<file path="config.mk">
export PLATFORM = sky130hd
export DESIGN_NAME = time_telegram_parser_epoch
export DESIGN_NICKNAME = d
export VERILOG_FILES = /design/src/rtl/core/tte_pkg.sv /design/src/rtl/core/time_telegram_parser_epoch.sv /design/src/rtl/core/tte_front.sv /design/src/rtl/core/tte_queue.sv /design/src/rtl/core/tte_back.sv
export SDC_FILE = /design/constraint.sdc
export NUM_CORES = 2
export LEC_CHECK = 0
export ABC_AREA = 1
export BUFFER_PORTS_ARGS = -buffer_cell sky130_fd_sc_hd__buf_2
export CORE_MARGIN = 8
export CORE_UTILIZATION = 45
export DETAILED_ROUTE_END_ITERATION = 10
export HOLD_SLACK_MARGIN = 0.06
export PLACE_DENSITY = 0.7
export SYNTH_ARGS = -nofsm -noshare
export SYNTH_HDL_FRONTEND = slang
export SYNTH_SLANG_ARGS = --single-unit
</file>
<file path="constraint.sdc">
create_clock -name clk -period 6.64 [get_ports clk]
set_input_delay 0.996 -clock clk [delete_from_list [all_inputs] [get_ports clk]]
set_output_delay 0.996 -clock clk [all_outputs]
set_load 0.01 [all_outputs]
</file>
<file path="src/rtl/core/tte_pkg.sv">
// ----------------------------------------------------------------------------
// tte_pkg
// Shared types, constants and digit decoding for the time telegram parser.
// ----------------------------------------------------------------------------
package tte_pkg;

	localparam int STORE_DEPTH    = 23;
	localparam int MESSAGE_LIMIT  = 32;
	localparam int HUNT_LIMIT     = 200;
	localparam int QUEUE_DEPTH    = 2;
	localparam int OFFSET_W       = 10;
	localparam int OFFSET_RESET   = 22;

	localparam logic [7:0] HEAD_CHAR  = 8'h3C;
	localparam logic [7:0] END_CHAR   = 8'h0D;
	localparam logic [7:0] SYNC_CHAR  = 8'h46;
	localparam logic [7:0] NUL_CHAR   = 8'h00;
	localparam logic [7:0] DIGIT_LO   = 8'h30;
	localparam logic [7:0] DIGIT_HI   = 8'h39;

	localparam int POS_HOURS   = 1;
	localparam int POS_MINUTES = 3;
	localparam int POS_SECONDS = 21;
	localparam int POS_DAY     = 5;
	localparam int POS_MONTH   = 7;
	localparam int POS_YEAR    = 9;
	localparam int POS_WEEKDAY = 11;
	localparam int POS_SYNC    = 12;

	localparam int YEAR_BASE   = 2000;
	localparam int DAYS_YEAR   = 365;
	localparam int MONTH_MUL   = 367;
	localparam int DAY_BIAS    = 719499;
	localparam int RECIP12     = 43691;
	localparam int RECIP12_SH  = 19;
	localparam int CENT_LO     = 19;
	localparam int CENT_HI     = 20;
	localparam int QUAD_LO     = 4;
	localparam int QUAD_HI     = 5;

	typedef enum logic [1:0] {
		ST_OK        = 2'd0,
		ST_TIMEOUT   = 2'd1,
		ST_OVERFLOW  = 2'd2,
		ST_BAD_FIELD = 2'd3
	} status_t;

	typedef struct packed {
		status_t     status;
		logic [6:0]  hours;
		logic [6:0]  minutes;
		logic [6:0]  seconds;
		logic [6:0]  day_of_month;
		logic [6:0]  month_number;
		logic [6:0]  year_in_century;
		logic [3:0]  weekday;
		logic        remote_synced;
		logic [31:0] recording_time;
	} tte_entry_t;

	typedef struct packed {
		tte_entry_t  fields;
		logic [32:0] epoch_seconds;
	} tte_result_t;

	typedef struct packed {
		logic       ok;
		logic [6:0] val;
	} tte_field_t;

	typedef enum logic [2:0] {
		BK_IDLE,
		BK_PROD,
		BK_DAYS,
		BK_SUM,
		BK_HOUR,
		BK_MIN,
		BK_SEC,
		BK_OUT
	} bk_state_t;

	function automatic logic is_digit(input logic [7:0] c);
		return (c >= DIGIT_LO) && (c <= DIGIT_HI);
	endfunction

	function automatic tte_field_t decode_pair(input logic [7:0] c0, input logic [7:0] c1);
		tte_field_t r;
		logic [6:0] d0;
		logic [6:0] d1;
		r.ok  = 1'b1;
		r.val = '0;
		d0    = {3'b000, c0[3:0]};
		d1    = {3'b000, c1[3:0]};
		if (c0 == NUL_CHAR) begin
			r.val = '0;
		end else if (!is_digit(c0)) begin
			r.ok = 1'b0;
		end else if (c1 == NUL_CHAR) begin
			r.val = d0;
		end else if (!is_digit(c1)) begin
			r.ok = 1'b0;
		end else begin
			r.val = 7'(d0 * 7'd10 + d1);
		end
		return r;
	endfunction

endpackage

</file>
<file path="src/rtl/core/time_telegram_parser_epoch.sv">
// ----------------------------------------------------------------------------
// time_telegram_parser_epoch
// Serial time telegram parser that yields decoded fields and Unix seconds.
// ----------------------------------------------------------------------------
// Input side is a queue: drive rx_byte and rx_time with push; a transaction
// completes at a clock edge where push is high and full is low. Each
// character is classified in the cycle it is taken, so one character per
// cycle is accepted while the entry queue has room.
// Result side is a queue too: while empty is low the oldest result stands on
// the result ports; a transaction completes where pop is high and empty is low.
// The edge that takes the character causing a result (head timeout, overflow
// or end of telegram) writes its entry into the queue; the seven-step
// conversion sequencer then takes it through PROD, DAYS, SUM, HOUR, MIN, SEC
// and OUT to the result ports. It handles one entry at a time and takes no
// new one until its result is popped; the entry queue absorbs bursts.
// A stalled receiver holds its result; the queue then fills, and full stays
// high until pop frees the result register and the sequencer takes an entry.
// timestamp_offset is written over cfg_valid/cfg_ready/cfg_data; the user must
// write it only while idle, which the block does not enforce; cfg_ready is always high.
// Reset clears hunting state, the stored telegram, the queue and the result
// valid flag, and loads the offset with 22.
// ----------------------------------------------------------------------------
module time_telegram_parser_epoch #(
	parameter int QUEUE_DEPTH = tte_pkg::QUEUE_DEPTH
) (
	input  logic                         clk,
	input  logic                         arst_n,
	input  logic                         push,
	output logic                         full,
	input  logic [7:0]                   rx_byte,
	input  logic [31:0]                  rx_time,
	input  logic                         cfg_valid,
	output logic                         cfg_ready,
	input  logic [tte_pkg::OFFSET_W-1:0] cfg_data,
	input  logic                         pop,
	output logic                         empty,
	output logic [1:0]                   status,
	output logic [6:0]                   hours,
	output logic [6:0]                   minutes,
	output logic [6:0]                   seconds,
	output logic [6:0]                   day_of_month,
	output logic [6:0]                   month_number,
	output logic [6:0]                   year_in_century,
	output logic [3:0]                   weekday,
	output logic [32:0]                  epoch_seconds,
	output logic                         remote_synced,
	output logic [31:0]                  recording_time
);
	import tte_pkg::*;

	logic [OFFSET_W-1:0] offset_q;
	logic                accept;
	logic                ent_valid;
	tte_entry_t          ent;
	logic                q_full;
	logic                q_empty;
	logic                q_pop;
	tte_entry_t          q_data;
	tte_result_t         res;

	assign cfg_ready = 1'b1;
	assign full      = q_full;
	assign accept    = push & ~q_full;

	always_ff @(posedge clk or negedge arst_n) begin
		if (!arst_n)
			offset_q <= OFFSET_W'(OFFSET_RESET);
		else if (cfg_valid)
			offset_q <= cfg_data;
	end

	tte_front u_front (
		.clk       (clk),
		.arst_n    (arst_n),
		.in_valid  (accept),
		.rx_byte   (rx_byte),
		.rx_time   (rx_time),
		.offset    (offset_q),
		.ent_valid (ent_valid),
		.ent       (ent)
	);

	tte_queue #(
		.DEPTH (QUEUE_DEPTH)
	) u_queue (
		.clk     (clk),
		.arst_n  (arst_n),
		.wr_en   (ent_valid),
		.wr_data (ent),
		.q_full  (q_full),
		.rd_en   (q_pop),
		.rd_data (q_data),
		.q_empty (q_empty)
	);

	tte_back u_back (
		.clk       (clk),
		.arst_n    (arst_n),
		.q_empty   (q_empty),
		.q_data    (q_data),
		.q_pop     (q_pop),
		.res_pop   (pop),
		.res_empty (empty),
		.res       (res)
	);

	assign status          = res.fields.status;
	assign hours           = res.fields.hours;
	assign minutes         = res.fields.minutes;
	assign seconds         = res.fields.seconds;
	assign day_of_month    = res.fields.day_of_month;
	assign month_number    = res.fields.month_number;
	assign year_in_century = res.fields.year_in_century;
	assign weekday         = res.fields.weekday;
	assign epoch_seconds   = res.epoch_seconds;
	assign remote_synced   = res.fields.remote_synced;
	assign recording_time  = res.fields.recording_time;

endmodule

</file>
<file path="src/rtl/core/tte_front.sv">
// ----------------------------------------------------------------------------
// tte_front
// Hunts for the head character, stores the telegram and classifies each
// character; at the end character it decodes the fields into a queue entry,
// and a hunt timeout or an overflow also yields an entry.
module tte_front (
	input  logic                        clk,
	input  logic                        arst_n,
	input  logic                        in_valid,
	input  logic [7:0]                  rx_byte,
	input  logic [31:0]                 rx_time,
	input  logic [tte_pkg::OFFSET_W-1:0] offset,
	output logic                        ent_valid,
	output tte_pkg::tte_entry_t         ent
);
	import tte_pkg::*;

	localparam int IDX_W = $clog2(STORE_DEPTH);

	logic       collecting_q;
	logic [7:0] hunt_cnt_q;
	logic [7:0] wr_idx_q;
	logic [7:0] msg_q [STORE_DEPTH];
	logic [7:0] msg_nxt [STORE_DEPTH];

	logic       collecting_d;
	logic [7:0] hunt_cnt_d;
	logic [7:0] wr_idx_d;
	logic [7:0] hunt_inc;
	logic [7:0] wr_inc;

	tte_field_t f_hours, f_minutes, f_seconds, f_day, f_month, f_year, f_weekday;
	logic       fields_ok;

	assign hunt_inc = hunt_cnt_q + 8'd1;
	assign wr_inc   = wr_idx_q + 8'd1;

	always_comb begin
		for (int i = 0; i < STORE_DEPTH; i++) begin
			msg_nxt[i] = msg_q[i];
			if (!collecting_q) begin
				if (i == 0 && hunt_inc < 8'(HUNT_LIMIT) && rx_byte == HEAD_CHAR)
					msg_nxt[i] = rx_byte;
			end else if (wr_idx_q < 8'(STORE_DEPTH) && wr_idx_q[IDX_W-1:0] == IDX_W'(i)) begin
				msg_nxt[i] = rx_byte;
			end
		end
	end

	assign f_hours   = decode_pair(msg_nxt[POS_HOURS],   msg_nxt[POS_HOURS+1]);
	assign f_minutes = decode_pair(msg_nxt[POS_MINUTES], msg_nxt[POS_MINUTES+1]);
	assign f_seconds = decode_pair(msg_nxt[POS_SECONDS], msg_nxt[POS_SECONDS+1]);
	assign f_day     = decode_pair(msg_nxt[POS_DAY],     msg_nxt[POS_DAY+1]);
	assign f_month   = decode_pair(msg_nxt[POS_MONTH],   msg_nxt[POS_MONTH+1]);
	assign f_year    = decode_pair(msg_nxt[POS_YEAR],    msg_nxt[POS_YEAR+1]);
	assign f_weekday = decode_pair(msg_nxt[POS_WEEKDAY], NUL_CHAR);

	assign fields_ok = f_hours.ok & f_minutes.ok & f_seconds.ok & f_day.ok &
		f_month.ok & f_year.ok & f_weekday.ok;

	always_comb begin
		collecting_d = collecting_q;
		hunt_cnt_d   = hunt_cnt_q;
		wr_idx_d     = wr_idx_q;
		ent_valid    = 1'b0;
		ent          = '0;
		if (!collecting_q) begin
			if (hunt_inc >= 8'(HUNT_LIMIT)) begin
				hunt_cnt_d = '0;
				wr_idx_d   = '0;
				ent_valid  = 1'b1;
				ent.status = ST_TIMEOUT;
			end else if (rx_byte == HEAD_CHAR) begin
				collecting_d = 1'b1;
				hunt_cnt_d   = '0;
				wr_idx_d     = 8'd1;
			end else begin
				hunt_cnt_d = hunt_inc;
			end
		end else if (rx_byte != END_CHAR) begin
			if (wr_inc >= 8'(MESSAGE_LIMIT)) begin
				collecting_d = 1'b0;
				hunt_cnt_d   = '0;
				wr_idx_d     = '0;
				ent_valid    = 1'b1;
				ent.status   = ST_OVERFLOW;
			end else begin
				wr_idx_d = wr_inc;
			end
		end else begin
			collecting_d       = 1'b0;
			hunt_cnt_d         = '0;
			wr_idx_d           = '0;
			ent_valid          = 1'b1;
			ent.recording_time = rx_time - {{(32-OFFSET_W){1'b0}}, offset};
			if (!fields_ok) begin
				ent.status = ST_BAD_FIELD;
			end else begin
				ent.status          = ST_OK;
				ent.hours           = f_hours.val;
				ent.minutes         = f_minutes.val;
				ent.seconds         = f_seconds.val;
				ent.day_of_month    = f_day.val;
				ent.month_number    = f_month.val;
				ent.year_in_century = f_year.val;
				ent.weekday         = f_weekday.val[3:0];
				ent.remote_synced   = (msg_nxt[POS_SYNC] == SYNC_CHAR);
			end
		end
		if (!in_valid)
			ent_valid = 1'b0;
	end

	always_ff @(posedge clk or negedge arst_n) begin
		if (!arst_n) begin
			collecting_q <= 1'b0;
			hunt_cnt_q   <= '0;
			wr_idx_q     <= '0;
			for (int i = 0; i < STORE_DEPTH; i++)
				msg_q[i] <= '0;
		end else if (in_valid) begin
			collecting_q <= collecting_d;
			hunt_cnt_q   <= hunt_cnt_d;
			wr_idx_q     <= wr_idx_d;
			for (int i = 0; i < STORE_DEPTH; i++)
				msg_q[i] <= msg_nxt[i];
		end
	end

endmodule

</file>
<file path="src/rtl/core/tte_queue.sv">
// ----------------------------------------------------------------------------
// tte_queue
// Short first-in first-out buffer of decoded entries between front and back.
// ----------------------------------------------------------------------------
module tte_queue #(
	parameter int DEPTH = tte_pkg::QUEUE_DEPTH
) (
	input  logic                clk,
	input  logic                arst_n,
	input  logic                wr_en,
	input  tte_pkg::tte_entry_t wr_data,
	output logic                q_full,
	input  logic                rd_en,
	output tte_pkg::tte_entry_t rd_data,
	output logic                q_empty
);
	import tte_pkg::*;

	localparam int PTR_W = (DEPTH > 1) ? $clog2(DEPTH) : 1;
	localparam int CNT_W = $clog2(DEPTH + 1);

	tte_entry_t         mem_q [DEPTH];
	logic [PTR_W-1:0]   wr_ptr_q;
	logic [PTR_W-1:0]   rd_ptr_q;
	logic [CNT_W-1:0]   count_q;
	logic               do_wr;
	logic               do_rd;

	assign q_full  = (count_q == CNT_W'(DEPTH));
	assign q_empty = (count_q == '0);
	assign do_wr   = wr_en & ~q_full;
	assign do_rd   = rd_en & ~q_empty;
	assign rd_data = mem_q[rd_ptr_q];

	always_ff @(posedge clk) begin
		if (do_wr)
			mem_q[wr_ptr_q] <= wr_data;
	end

	always_ff @(posedge clk or negedge arst_n) begin
		if (!arst_n) begin
			wr_ptr_q <= '0;
			rd_ptr_q <= '0;
			count_q  <= '0;
		end else begin
			if (do_wr)
				wr_ptr_q <= (wr_ptr_q == PTR_W'(DEPTH - 1)) ? '0 : wr_ptr_q + 1'b1;
			if (do_rd)
				rd_ptr_q <= (rd_ptr_q == PTR_W'(DEPTH - 1)) ? '0 : rd_ptr_q + 1'b1;
			if (do_wr && !do_rd)
				count_q <= count_q + 1'b1;
			else if (do_rd && !do_wr)
				count_q <= count_q - 1'b1;
		end
	end

endmodule

</file>
<file path="src/rtl/core/tte_back.sv">
// ----------------------------------------------------------------------------
// tte_back
// Sequencer that turns one decoded entry into seconds since 1970 and holds
// the finished result until it is taken.
// ----------------------------------------------------------------------------
module tte_back (
	input  logic                 clk,
	input  logic                 arst_n,
	input  logic                 q_empty,
	input  tte_pkg::tte_entry_t  q_data,
	output logic                 q_pop,
	input  logic                 res_pop,
	output logic                 res_empty,
	output tte_pkg::tte_result_t res
);
	import tte_pkg::*;

	bk_state_t   state_q;
	bk_state_t   state_d;
	logic        load_out;

	tte_entry_t  ent_q;
	logic [11:0] year_q;
	logic [19:0] prod_a_q;
	logic [15:0] prod_b_q;
	logic [11:0] q12_q;
	logic [19:0] base_q;
	logic [32:0] acc_q;
	tte_result_t out_q;
	logic        out_valid_q;

	logic [11:0] year_adj;
	logic [6:0]  month_adj;
	logic [31:0] recip;
	logic [20:0] base;
	logic        late_cent;

	always_comb begin
		state_d = state_q;
		unique case (state_q)
			BK_IDLE: if (!q_empty && !out_valid_q) state_d = BK_PROD;
			BK_PROD: state_d = BK_DAYS;
			BK_DAYS: state_d = BK_SUM;
			BK_SUM:  state_d = BK_HOUR;
			BK_HOUR: state_d = BK_MIN;
			BK_MIN:  state_d = BK_SEC;
			BK_SEC:  state_d = BK_OUT;
			BK_OUT:  state_d = BK_IDLE;
			default: state_d = BK_IDLE;
		endcase
	end

	always_comb begin
		q_pop    = (state_q == BK_IDLE) && !q_empty && !out_valid_q;
		load_out = (state_q == BK_OUT);
	end

	always_comb begin
		if (ent_q.month_number <= 7'd2) begin
			month_adj = ent_q.month_number + 7'd10;
			year_adj  = 12'(YEAR_BASE - 1) + {5'b0, ent_q.year_in_century};
		end else begin
			month_adj = ent_q.month_number - 7'd2;
			year_adj  = 12'(YEAR_BASE) + {5'b0, ent_q.year_in_century};
		end
	end

	assign recip     = 32'(prod_b_q) * 32'(RECIP12);
	assign late_cent = (year_q >= 12'(YEAR_BASE));
	assign base = 21'(prod_a_q) + 21'(year_q[11:2])
		- (late_cent ? 21'(CENT_HI) : 21'(CENT_LO))
		+ (late_cent ? 21'(QUAD_HI) : 21'(QUAD_LO))
		+ 21'(ent_q.day_of_month) - 21'(DAY_BIAS);

	always_ff @(posedge clk) begin
		unique case (state_q)
			BK_IDLE: if (q_pop) ent_q <= q_data;
			BK_PROD: begin
				year_q   <= year_adj;
				prod_a_q <= 20'(year_adj) * 20'(DAYS_YEAR);
				prod_b_q <= 16'(month_adj * 16'(MONTH_MUL));
			end
			BK_DAYS: begin
				q12_q  <= recip[RECIP12_SH +: 12];
				base_q <= base[19:0];
			end
			BK_SUM:  acc_q <= 33'(base_q) + 33'(q12_q);
			BK_HOUR: acc_q <= 33'(acc_q * 33'd24) + 33'(ent_q.hours);
			BK_MIN:  acc_q <= 33'(acc_q * 33'd60) + 33'(ent_q.minutes);
			BK_SEC:  acc_q <= 33'(acc_q * 33'd60) + 33'(ent_q.seconds);
			BK_OUT: begin
				out_q.fields        <= ent_q;
				out_q.epoch_seconds <= (ent_q.status == ST_OK) ? acc_q : '0;
			end
			default: ;
		endcase
	end

	always_ff @(posedge clk or negedge arst_n) begin
		if (!arst_n) begin
			state_q     <= BK_IDLE;
			out_valid_q <= 1'b0;
		end else begin
			state_q <= state_d;
			if (load_out)
				out_valid_q <= 1'b1;
			else if (res_pop)
				out_valid_q <= 1'b0;
		end
	end

	assign res_empty = ~out_valid_q;
	assign res       = out_q;

endmodule
</file>
## Word-level counts from Yosys, hierarchy flattened

Memories as Yosys holds them, arrays and structs flattened. A register that Yosys moved wholly into a read port is not among the register bits.
Index checks and enable logic that the tools add are counted.

| storage, ports and cells | value |
|---|---|
| bits in registers | 374 |
| RAM bits | 162 |
| input port bits | 55 |
| output and inout bits | 117 |
| logic and storage cells | 330 |
| memories kept | 1 |

| operators by class | value |
|---|---|
| add/sub/neg operators | 26 |
| multipliers | 11 |
| order comparisons | 31 |
| equal/unequal tests | 27 |
| mux-type cells | 123 |
| bitwise gates (word level) | 12 |
| reduce and logical (&&, ||, !) cells | 59 |

Memory list:

| memory | words | bits a word | read ports | clocked after memory_dff | write ports | RTL line | RTL |
|---|---|---|---|---|---|---|---|
| u_queue.mem_q | 2 | 81 | 1 | 1 | 1 | tte_queue.sv:22 | `tte_entry_t mem_q [DEPTH];` |

Operator list:

| operator | number |
|---|---|
| 2-to-1 mux 8 bit | 38 |
| 2-to-1 mux 7 bit | 25 |
| 2-to-1 mux 79 bit | 2 |
| case mux 33 bit (4 select lines) | 1 |
| >= comparator 8 x 6 -> 1 bit (second input constant) | 14 |
| less-or-equal comparator 8 x 6 -> 1 bit (second input constant) | 13 |
| zero test 8 bit | 13 |
| adder 33 x 7 -> 33 bit | 3 |
| 2-to-1 mux 47 bit | 1 |
| 2-to-1 mux 1 bit | 44 |
| adder 7 x 4 -> 7 bit | 6 |
| multiplier 4 x 3 -> 6 bit (second input constant) | 6 |
| multiplier 33 x 2 -> 30 bit (second input constant) | 1 |
| multiplier 33 x 4 -> 31 bit (second input constant) | 1 |
| logical AND 1 bit | 32 |
| subtractor 32 x 10 -> 32 bit | 1 |
| multiplier 16 x 16 -> 31 bit (second input constant) | 1 |
| equality test 5 x 4 -> 1 bit (second input constant) | 5 |
| adder 11 x 7 -> 12 bit (first input constant) | 2 |
| case mux 3 bit (8 select lines) | 1 |
| adder 20 x 12 -> 21 bit | 1 |
| adder 20 x 10 -> 20 bit | 1 |
| adder 20 bit | 1 |
| adder 20 x 7 -> 20 bit | 1 |
| other kinds (40) | 75 |

## Logic depth before layout (Yosys ltp)

| logic depth | value |
|---|---|
| depth in word-level cells | 19 |
| gate-level depth with buffers | 29 |
| depth with buffers taken out | 29 |

## Cells and area by module

A second synthesis with hierarchy kept.

| second synthesis, totals | value |
|---|---|
| cells, all modules | 5446 |
| area, all modules | 45782.7 um2 |

Modules (own cells, without submodules):

| module | instances | cells an instance | area an instance (um2) | sequential area each (um2) |
|---|---|---|---|---|
| tte_back | 1 | 3237 | 28349.7 | 9288.9 |
| tte_front | 1 | 1709 | 10884.2 | 3228.1 |
| tte_queue | 1 | 454 | 6148.4 | 4964.8 |
| time_telegram_parser_epoch | 1 | 46 | 400.4 | 254.0 |

## Worst setup path after synthesis

Ideal clock, no wire load.

| timing path | value |
|---|---|
| path type | input-to-reg |
| start point | input rx_byte[3] |
| end point | memory u_queue.mem_q[1][0] (netlist bit) (enable) |
| library setup time | 0.522 ns |
| arrival time | 5.819 ns |
| data required time | 6.118 ns |
| slack | 0.299 ns |
| cell stages on the path | 11 |
| buffers on the path | 1 |
| path through | clkbuf_2 -> clkinv_1 -> nor4_1 -> nand4_1 -> inv_1 -> nor2_1 -> nand2_1 -> nand2_1 -> nor2_1 -> inv_1 -> nor2_1 |

| on the way | value |
|---|---|
| cells in the longest elaborated chain, start to end | 7 |

RTL lines:

| element | RTL line | RTL |
|---|---|---|
| start, declared | time_telegram_parser_epoch.sv:30 | `input logic [7:0] rx_byte,` |
| != test 8 x 4 -> 1 bit | tte_front.sv:80 | `end else if (rx_byte != END_CHAR) begin` |
| 2-to-1 mux 1 bit | tte_front.sv:80 |  |
| 2-to-1 mux 1 bit | tte_front.sv:67 | `if (!collecting_q) begin` |
| 2-to-1 mux 1 bit | tte_front.sv:110 | `if (!in_valid)` |
| bitwise AND 1 bit | tte_queue.sv:31 | `assign do_wr = wr_en & ~q_full;` |
| named net u_queue.do_wr | tte_queue.sv:26 | `logic do_wr;` |
| 2-to-1 mux 1 bit | tte_queue.sv:36 | `if (do_wr)` |
| 2-to-1 mux 1 bit (not written as such) | tte_queue.sv:37 | `mem_q[wr_ptr_q] <= wr_data;` |
| end, declared | tte_queue.sv:22 |  |

The timed path passes the listed nets, and every way through them passes these cells.

## Final worst setup path

| timing path | value |
|---|---|
| start point | register u_back.ent_q[44] (netlist bit) |
| end point | register u_back.prod_a_q[18] (data pin) |

| on the way | value |
|---|---|
| cells in the longest elaborated chain, start to end | 3 |

RTL lines:

| element | RTL line | RTL |
|---|---|---|
| start, declared | tte_back.sv:22 | `tte_entry_t ent_q;` |
| start signal, assigned | tte_back.sv:77 | `BK_IDLE: if (q_pop) ent_q <= q_data;` |
| less-or-equal comparator 7 x 2 -> 1 bit | tte_back.sv:59 | `if (ent_q.month_number <= 7'd2) begin` |
| 2-to-1 mux 12 bit | tte_back.sv:59 |  |
| named net u_back.year_adj[7] | tte_back.sv:32 | `logic [11:0] year_adj;` |
| multiplier 12 x 9 -> 20 bit | tte_back.sv:80 | `prod_a_q <= 20'(year_adj) * 20'(DAYS_YEAR);` |
| end signal, assigned | tte_back.sv:80 |  |
| end, declared | tte_back.sv:24 | `logic [19:0] prod_a_q;` |

The timed path passes the listed nets, and every way through them passes these cells.
A chain may end at the register's enable or synchronous reset.

==> flow_summary.html <==
<table>
<tr><th>Metric</th><th>Value</th></tr>
<tr><th colspan="2">Clock tree</th></tr>
<tr><td>Clock net sink count</td><td>615</td></tr>
<tr><td>Clock-pin slew reported for the worst setup and hold paths after clock tree synthesis</td><td>0.06 ns</td></tr>
<tr><td>Cts repair resizes</td><td>0</td></tr>
<tr><td>Hold-fix buffers at CTS</td><td>0</td></tr>
<tr><td>Clock latency on the worst-skew pair</td><td>0.64 ns</td></tr>
<tr><td>H-Tree Level Count</td><td>3</td></tr>
<tr><td>TritonCTS clock tree</td><td>done</td></tr>
<tr><td>Deepest clock path buffer count</td><td>3</td></tr>
<tr><td>Cts bufs inserted</td><td>72</td></tr>
<tr><td>Root buf cell</td><td>sky130_fd_sc_hd__clkbuf_16</td></tr>
<tr><td># Post-CTS Setup Buffers</td><td>0</td></tr>
<tr><th colspan="2">STA</th></tr>
<tr><td>Post-route worst setup slack</td><td>0.616 ns</td></tr>
<tr><td>Min Tclk post-route</td><td>6.02 ns</td></tr>
<tr><td>Max-slew headroom at the worst pin</td><td>24.9%</td></tr>
<tr><td>Measured slew at the worst slew-check pin</td><td>1.13 ns</td></tr>
<tr><td>Final setup violation count</td><td>0</td></tr>
<tr><td>Layout Skew</td><td>0.0395 ns</td></tr>
<tr><td>Pins Over Slew Limit</td><td>0</td></tr>
<tr><td>Setup Total Neg Slack</td><td>0 ns</td></tr>
<tr><td>Final period utilization</td><td>90.7%</td></tr>
<tr><td>Upper clock frequency limit</td><td>166 MHz</td></tr>
<tr><td>Final hold vios</td><td>0</td></tr>
<tr><td>RSZ-0062 raised after global routing</td><td>false</td></tr>
<tr><th colspan="2">Placement</th></tr>
<tr><td>Worst setup timing slack at the placement stage</td><td>0.535 ns</td></tr>
<tr><td>DP HPWL</td><td>92400 um</td></tr>
<tr><td>Weighted congestion reported at the end of routability-driven placement</td><td>0.970</td></tr>
<tr><td>Quantity of I/O buffers inserted on ports</td><td>170</td></tr>
<tr><th colspan="2">Worst setup path</th></tr>
<tr><td>Worst stage delay on the critical path</td><td>0.54 ns</td></tr>
<tr><td>Critical Path Fanout Max</td><td>9</td></tr>
<tr><td>Arrival time of the worst setup path</td><td>6.41 ns</td></tr>
<tr><td>Element type at the critical path start</td><td>register</td></tr>
<tr><td>Req. time, crit path</td><td>7.03 ns</td></tr>
<tr><td>Slowest stage cell on the critical path</td><td>sky130_fd_sc_hd__fa_1</td></tr>
<tr><td>Crit. End Element</td><td>register</td></tr>
<tr><td>Critical setup path kind</td><td>reg -&gt; reg</td></tr>
<tr><th colspan="2">Yosys</th></tr>
<tr><td>Synthesis Warnings</td><td>0</td></tr>
<tr><td>Flop and latch count out of synthesis</td><td>615</td></tr>
<tr><td>Post-synthesis cell area</td><td>45300 um^2</td></tr>
<tr><td>EDFF count, synth</td><td>468</td></tr>
<tr><td>Sequential area share after synthesis</td><td>39.2%</td></tr>
<tr><td>Most used flip-flop cell after synthesis</td><td>sky130_fd_sc_hd__edfxtp_1</td></tr>
<tr><td>Gate Count Post-Synth</td><td>5348</td></tr>
<tr><td>Count of unique library cells instantiated by Yosys</td><td>61</td></tr>
<tr><td>Syn_nets</td><td>6005</td></tr>
<tr><td>FFs w/ async S/R, synth</td><td>23.9%</td></tr>
<tr><td>Avg Cell Area, Syn</td><td>8.46 um^2</td></tr>
<tr><th colspan="2">Drt</th></tr>
<tr><td>DRC violation total after the first TritonRoute iteration</td><td>2981</td></tr>
<tr><td>Wire length after detailed routing</td><td>120000 um</td></tr>
<tr><td>Vias per std cell</td><td>5.23</td></tr>
<tr><td>DR WL met3</td><td>7540 um</td></tr>
<tr><td>Post-detailed-route wirelength per cell</td><td>17.4 um</td></tr>
<tr><td>Met2 wire length</td><td>55500 um</td></tr>
<tr><td>Top layer in use</td><td>met5</td></tr>
<tr><td># DRC</td><td>0</td></tr>
<tr><td>Total number of vias</td><td>35967</td></tr>
<tr><td>Total routed wire length on the met1 layer</td><td>52300 um</td></tr>
<tr><td>Iteration count of the initial detailed-routing pass</td><td>5</td></tr>
<tr><td>Antenna violation net count after detailed routing</td><td>0</td></tr>
<tr><th colspan="2">Run status</th></tr>
<tr><td>Result of the run</td><td>complete, no violations</td></tr>
<tr><th colspan="2">Global routing</th></tr>
<tr><td>Pin count of the biggest net entering global routing</td><td>128</td></tr>
<tr><td>First-pass GRT wire length</td><td>190000 um</td></tr>
<tr><td>Global router's overall resource usage</td><td>21.2%</td></tr>
<tr><td>Antenna violations before repair</td><td>7</td></tr>
<tr><td>Vias in the first global route</td><td>35381</td></tr>
<tr><td>Leftover overflow at the end of global routing</td><td>0</td></tr>
<tr><th colspan="2">Floorplanning</th></tr>
<tr><td>Standard cell core area</td><td>99900 um^2</td></tr>
<tr><td>Die Area</td><td>111000 um^2</td></tr>
<tr><td>Vertical die dimension</td><td>333 um</td></tr>
<tr><td>Boundary Pins</td><td>172</td></tr>
<tr><td>Starting utilization of the core area</td><td>45.3%</td></tr>
<tr><td>Placement row count</td><td>116</td></tr>
<tr><td>Chip width</td><td>333 um</td></tr>
<tr><th colspan="2">Layout</th></tr>
<tr><td>Fraction of final layout cells with drive strength greater than 1</td><td>6.68%</td></tr>
<tr><td>Final Net Count</td><td>6182</td></tr>
<tr><td>Diodes inserted</td><td>0</td></tr>
<tr><td>Final Util</td><td>50.0%</td></tr>
<tr><td>Growth of design area from synthesis to finish</td><td>10.3%</td></tr>
<tr><th colspan="2">Job</th></tr>
<tr><td>Max-cap violations</td><td>0</td></tr>
<tr><th colspan="2">Worst hold path</th></tr>
<tr><td>Class of the tightest hold or removal check</td><td>in -&gt; async</td></tr>
</table>
==> per-layer routing <==
metal | track usage (%) | vias to the layer above
met1 | 27.9 | 16965
li1 | - | 17736
met5 | 0 | -
met2 | 35.5 | 1050
met3 | 3.29 | 214
met4 | 7.55 | 2
==> layout make-up <==
class                      instances  area (um^2)
inverter                         905         3400
clock buffer                      92         1930
timing repair buffer             197         1080
multi-input combinational       3734        23800
tap                             1298         1620
clock inverter                    37          392
fill                            9336        49900
sequential                       615        17700
==> cells in the mapped netlist (all sizes together) (9+ instances only) <==
| library cell | instances | area, um^2 |
|---|---|---|
| o22ai | 10 | 62.6 |
| xor2 | 100 | 876 |
| nand4 | 118 | 738 |
| clkbuf | 60 | 226 |
| o21ai | 295 | 1490 |
| nor2 | 451 | 1740 |
| ha | 385 | 4820 |
| fa | 217 | 4340 |
| a31oi | 16 | 100 |
| nor3 | 63 | 365 |
| inv | 901 | 3380 |
| nand3 | 268 | 1370 |
| xnor2 | 56 | 490 |
| a21oi | 207 | 1050 |
| nand2 | 1425 | 5370 |
| o211ai | 9 | 67.6 |
| o21bai | 12 | 90.1 |
| dfrtp | 144 | 3600 |
| o21a | 13 | 97.6 |
| nor4 | 12 | 75.1 |
| edfxtp | 468 | 14100 |
| buf | 34 | 195 |
| or2 | 12 | 75.1 |
| nand3b | 13 | 97.6 |
==> sequential cells by signal, indices dropped and copies added, names as in the netlist, 12 cells and up <==
name	count
u_back.base_q	20
u_back.ent_q	81
u_back.res	114
u_back.acc_q	33
u_back.prod_b_q	16
u_front.msg_q	112
u_queue.mem_q	162
u_back.q12_q	12
u_back.prod_a_q	20
==> cell families (layout without fill, tap and decap cells) <==
logic type	count (synthesis)	count (layout)	share of synthesized area, %
adders and majority gates	602	602	20.2
xor gates and xnor gates	156	156	3.02
AOI/OAI and AO/OA	596	596	7.13
muxes	2	2	0.0497
DFF	615	615	39.2
buffers and inverters	999	1231	8.44
other	1	1	0.00828
and+or+nand+nor	2377	2377	21.9
==> final timing paths <==
path	start	end	slack (ns)	depth (start not counted)
worst min register to register	u_back.ent_q[10]$_DFFE_PP_	u_back.res[43]$_DFFE_PP_	0.41	0
min in group clk	u_back.ent_q[10]$_DFFE_PP_	u_back.res[43]$_DFFE_PP_	0.41	0
worst max-delay path	u_back.ent_q[44]$_DFFE_PP_	u_back.prod_a_q[18]$_DFFE_PP_	0.62	26
worst max register to register	u_back.ent_q[44]$_DFFE_PP_	u_back.prod_a_q[18]$_DFFE_PP_	0.62	26
max in group asynchronous	arst_n	u_front.msg_q[145]$_DFFE_PN0P_	5.19	2
worst min-delay path	arst_n	offset_q[7]$_DFFE_PN0P_	0.34	1
==> cell usage in the layout (no fill, tap or decap), drive strengths merged, types with 144 or more instances in the layout <==
cell type,instances
fa,217
buf,197
edfxtp,468
dfrtp,144
o21ai,295
nor2,451
inv,905
nand2,1425
nand3,268
a21oi,207
ha,385
==> stage by stage <==
step                      instances  area (um^2)  hold WS, ns
after global routing           6878        49900        0.368
final                          6878        49900        0.337
after CTS                      6878        49900        0.331
after global placement         6749        47600        0.402
after floorplan                5348        45300        0.400
after detailed placement       6749        47600        0.405
==> worst max-delay path, delay by kind of cell, from the launching register on <==
kind                       cells  cell delay, ns
adders and majority gates      6            2.33
AOI/OAI and AO/OA              5            1.18
and+or+nand+nor               10            1.01
buffers and inverters          5            0.74
DFF                            1            0.52
Power is left out: the tool's default activity adds up to more than one toggle a clock period on the data nets, which glitch-free logic cannot reach.
